### config.mk
export PLATFORM = sky130hd
export DESIGN_NAME = i2cow_decode
export DESIGN_NICKNAME = d
export VERILOG_FILES = /design/src/design/i2cow_pkg.sv /design/src/design/i2cow_decode.sv
export SDC_FILE = /design/constraint.sdc
export NUM_CORES = 1
export LEC_CHECK = 0
export ABC_AREA = 0
export BUFFER_PORTS_ARGS = -buffer_cell sky130_fd_sc_hd__buf_2
export CAP_MARGIN = 20
export CORE_AREA = 2 2 52 54
export DETAILED_ROUTE_END_ITERATION = 8
export DIE_AREA = 0 0 54 56
export MAX_ROUTING_LAYER = met4
export PLACE_DENSITY = 0.83
export SLEW_MARGIN = 40
export SYNTH_ARGS = -nofsm -noshare
export SYNTH_HDL_FRONTEND = slang
export SYNTH_SLANG_ARGS = --single-unit
export TNS_END_PERCENT = 1
### constraint.sdc
create_clock -name vclk -period 2.01
set_clock_uncertainty 0.15 [all_clocks]
set_input_delay 0.3015 -clock vclk [all_inputs]
set_output_delay 0.3015 -clock vclk [all_outputs]
set_load 0.01 [all_outputs]
### src/design/i2cow_pkg.sv
package i2cow_pkg;

  // command bytes
  localparam logic [7:0] CMD_DEV_RESET  = 8'hF0;
  localparam logic [7:0] CMD_SET_PTR    = 8'hE1;
  localparam logic [7:0] CMD_WR_CONFIG  = 8'hD2;
  localparam logic [7:0] CMD_WIRE_RESET = 8'hB4;
  localparam logic [7:0] CMD_SINGLE_BIT = 8'h87;
  localparam logic [7:0] CMD_WRITE_BYTE = 8'hA5;
  localparam logic [7:0] CMD_READ_BYTE  = 8'h96;
  localparam logic [7:0] CMD_TRIPLET    = 8'h78;

  // read pointer codes
  localparam logic [7:0] REG_STATUS = 8'hF0;
  localparam logic [7:0] REG_DATA   = 8'hE1;
  localparam logic [7:0] REG_CONFIG = 8'hC3;

  localparam logic [7:0] BYTE_ALL_ONES = 8'hFF;
  localparam logic [3:0] NIBBLE_ONES   = 4'hF;

  // awaited argument kinds
  localparam logic [1:0] ARG_NONE   = 2'd0;
  localparam logic [1:0] ARG_PTR    = 2'd1;
  localparam logic [1:0] ARG_CONFIG = 2'd2;
  localparam logic [1:0] ARG_WBYTE  = 2'd3;

  // 1-wire actions
  localparam logic [1:0] OP_NONE  = 2'd0;
  localparam logic [1:0] OP_RESET = 2'd1;
  localparam logic [1:0] OP_WRITE = 2'd2;
  localparam logic [1:0] OP_READ  = 2'd3;

  // error codes
  localparam logic [1:0] ERR_OK       = 2'd0;
  localparam logic [1:0] ERR_UNK_CMD  = 2'd1;
  localparam logic [1:0] ERR_CFG_REJ  = 2'd2;
  localparam logic [1:0] ERR_UNK_REG  = 2'd3;

  typedef struct packed {
    logic       req_type;
    logic [7:0] wr_byte;
    logic       last_in_write;
    logic       presence_seen;
    logic [7:0] wire_read_byte;
  } req_t;

  // status only ever carries the reset and presence bits
  typedef struct packed {
    logic [7:0] read_select;
    logic [3:0] config_bits;
    logic       st_rst;
    logic       st_ppd;
    logic [7:0] data_latch;
    logic [1:0] pending_arg;
  } bridge_state_t;

  typedef struct packed {
    logic [7:0] rd_data;
    logic [1:0] wire_op;
    logic [7:0] wire_byte;
    logic [1:0] cmd_error;
  } result_t;

  function automatic logic [7:0] status_byte(input logic rst, input logic ppd);
    status_byte = {3'b000, rst, 2'b00, ppd, 1'b0};
  endfunction

endpackage

### src/design/i2cow_decode.sv
module i2cow_decode (
  input  i2cow_pkg::req_t          req,
  input  i2cow_pkg::bridge_state_t cur,
  input  logic                     device_attached,
  output i2cow_pkg::bridge_state_t nxt,
  output i2cow_pkg::result_t       res
);
  import i2cow_pkg::*;

  logic cfg_ok;

  assign cfg_ok = ((req.wr_byte[7:4] ^ NIBBLE_ONES) == req.wr_byte[3:0]);

  always_comb begin
    nxt = cur;
    res = '0;
    if (req.req_type) begin
      // read abandons any awaited argument
      nxt.pending_arg = ARG_NONE;
      case (cur.read_select)
        REG_STATUS: res.rd_data = status_byte(cur.st_rst, cur.st_ppd);
        REG_DATA:   res.rd_data = cur.data_latch;
        REG_CONFIG: res.rd_data = {4'h0, cur.config_bits};
        default: begin
          res.rd_data   = BYTE_ALL_ONES;
          res.cmd_error = ERR_UNK_REG;
        end
      endcase
    end else if (cur.pending_arg != ARG_NONE) begin
      nxt.pending_arg = ARG_NONE;
      case (cur.pending_arg)
        ARG_PTR: nxt.read_select = req.wr_byte;
        ARG_CONFIG: begin
          if (cfg_ok) begin
            nxt.config_bits = req.wr_byte[3:0];
            nxt.st_rst      = 1'b0;
          end else begin
            res.cmd_error = ERR_CFG_REJ;
          end
        end
        default: begin
          res.wire_op   = OP_WRITE;
          res.wire_byte = req.wr_byte;
        end
      endcase
    end else begin
      case (req.wr_byte)
        CMD_DEV_RESET: begin
          nxt.read_select = REG_STATUS;
          nxt.config_bits = 4'h0;
          nxt.st_rst      = 1'b1;
          nxt.st_ppd      = 1'b0;
        end
        CMD_SET_PTR:    if (!req.last_in_write) nxt.pending_arg = ARG_PTR;
        CMD_WR_CONFIG:  if (!req.last_in_write) nxt.pending_arg = ARG_CONFIG;
        CMD_WRITE_BYTE: if (!req.last_in_write) nxt.pending_arg = ARG_WBYTE;
        CMD_WIRE_RESET: begin
          res.wire_op = OP_RESET;
          nxt.st_ppd  = device_attached & req.presence_seen;
        end
        CMD_READ_BYTE: begin
          res.wire_op    = OP_READ;
          nxt.data_latch = device_attached ? req.wire_read_byte : BYTE_ALL_ONES;
        end
        CMD_SINGLE_BIT, CMD_TRIPLET: ;
        default: res.cmd_error = ERR_UNK_CMD;
      endcase
    end
  end

endmodule

==> reports/qor.csv <==
metric;value;unit
outcome;complete, but fails checks;
violations;setup timing;
worst_slew_pin_slew;395.2;ps
initial_core_util;38.27;%
grt_pass1_vias;1253;
synthSimpleGateAreaFrac;48.39;%
synth.area.top_cells;nand2_1 8.5%, nor2b_1 8.1%, and2_1 6.0%, a22oi_1 5.6%, a21oi_1 4.8%;
area_growth;62.10;%
fp.coreArea;2432;um2
hold_path_depth;4;
finalWirelength;3602;um
dieArea;3024;um2
antenna_found_initial;0;
cp_data_arrival_time;1570;ps
overflow;0;
ys_seq_area_share;0;%
syn_area;930.9;um2
hold_viol;0;
syn-num-nets;188;
cp_max_fo;5;
route.detailed.drc;0;
synth_top_family_by_area;simple AND/OR/NAND/NOR gates;
die_y;56;um
netlist.area_leader.share;8.468;%
route.detailed.wl_per_inst;13.54;um
synth_compound_area_share;34.14;%
critical_path_class;in -> out;
ant_nets;0;
power_density;186.8;nW/um2
ys_top_cells_by_count;21 x nand2_1, 12 x nor2b_1, 10 x inv_1;
fin_ws;-16.17;ps
placedCellCount;266;
num_rows;18;
fin_nets;285;
hold_class;in -> out;
syn-mean-instance-area;6.602;um2
grt_setup_unrepaired;yes;
critPathRequiredTime;1560;ps
fmax;493.5;MHz
ios;88;
leakage;0.0008225;uW
maxCapViolations;0;
drive_gt1_share;47.88;%
grt.total_usage;23.03;%
grt_pass1_wl;5492;um
routabilityCongestion;0.8596;
synthMuxAreaShare;4.301;%
post-cts-setup-buffer-count;0;
endpoint_kind;primary output;
regArea;0;um2
synth_fa_ha_area_share;4.032;%
fin_crit_sh;100.8;%
seq_cells;0;
ir_worst_vdd;0.0001250;V
max_slew_margin;73.47;%
yosys.area.top_type;nand2_1;
synth.distinct_cells;39;
setup_viol_count_final;3;
start_kind;input port;
fin_hold_ws;764.2;ps
dp_hpwl;2911;um
synthMostInstantiatedCell;nand2_1;
syn-instance-count;141;
drt_iter0_markers;35;
yosysWarningCount;0;
ctsHoldBuffers;0;
final_cells;266;
n_antenna_cell;0;
drt-vias-per-instance;5.320;
synth-xor-area-share;3.763;%
slew_viol_final;0;
n_clock_buffer;0;
portBuffers;88;
dr.pass1.iters;4;
num_vias;1415;
die_x;54;um
period_needed;2026;ps
grt_max_degree;19;
-- cells in the final DEF, fill, tap and decap left out, types with 2 or more instances in the layout --
cell,count
nor2_1,3
o21ai_1,9
or3_1,2
mux2i_1,4
a21oi_1,8
ha_1,2
a22o_1,4
and4bb_2,3
nand2b_1,5
and4bb_1,2
o22ai_1,3
nand3_1,3
o22a_1,4
nand2_1,21
nor2b_1,12
a31oi_1,2
nand4_1,3
a22oi_1,7
buf_4,10
xnor2_1,2
buf_2,88
and2_1,9
inv_1,10
-- cells by family after synthesis --
group,count (synthesis)
AO/OA/AOI/OAI,45
XOR/XNOR,4
adder cells (fa/ha/maj),3
buffers and inverters,13
multiplexers,4
AND/OR/NAND/NOR,72
-- repair_timing --
action | 4_1_cts | 5_1_grt
gates resized for setup | 1 | 6
endpoints found under the hold margin | 0 | 0
setup endpoints to repair | 1 | 18
-- per-stage QoR --
step / utilization, % / cell area (um2) / setup slack (ps) / TNS (ps) / power, uW
global route: 62.04 / 1509 / -75.63 / -269.5 / 308.6
global placement: 60.49 / 1471 / 16.79 / 0 / 266.2
floorplan: - / 930.9 / 139.8 / 0 / 135.3
CTS: 60.60 / 1474 / 14.92 / 0 / 272.4
detailed placement: 60.49 / 1471 / -2.697 / -2.697 / 270.5
finish: 62.04 / 1509 / -16.17 / -19.69 / 281.9
-- worst paths after layout --
| kind | from | endpoint | slack (ps) |
|---|---|---|---|
| max | req[11] | nxt[15] | -20 |
| min | cur[9] | nxt[9] | 760 |
-- where the power goes --
part           internal [uW]  switching, uW
clock network              0              0
registers                  0              0
logic                    130            152
total                    130            152
-- cell type report --
type / instances / area (um2)
fill: 242 / 923.4
tap: 30 / 37.54
multi-input combinational: 128 / 918.4
inverter: 10 / 37.54
timing repair buffer: 98 / 515.5
-- worst max-delay path: stages --
cell and delay (ps):
buf_2 120, nand2b_1 200, a2111oi_4 450, nand3_4 160, mux2i_1 190, buf_2 160
-- routing by layer --
| layer | GRT usage, % | wire length (um) |
|---|---|---|
| met1 | 31.89 | 1506 |
| met2 | 38.33 | 1848 |
| met3 | 0.8065 | 237 |
| met4 | 1.429 | 10 |
| met5 | - | 0 |
Note: power is estimated with default switching activity, not from simulation.
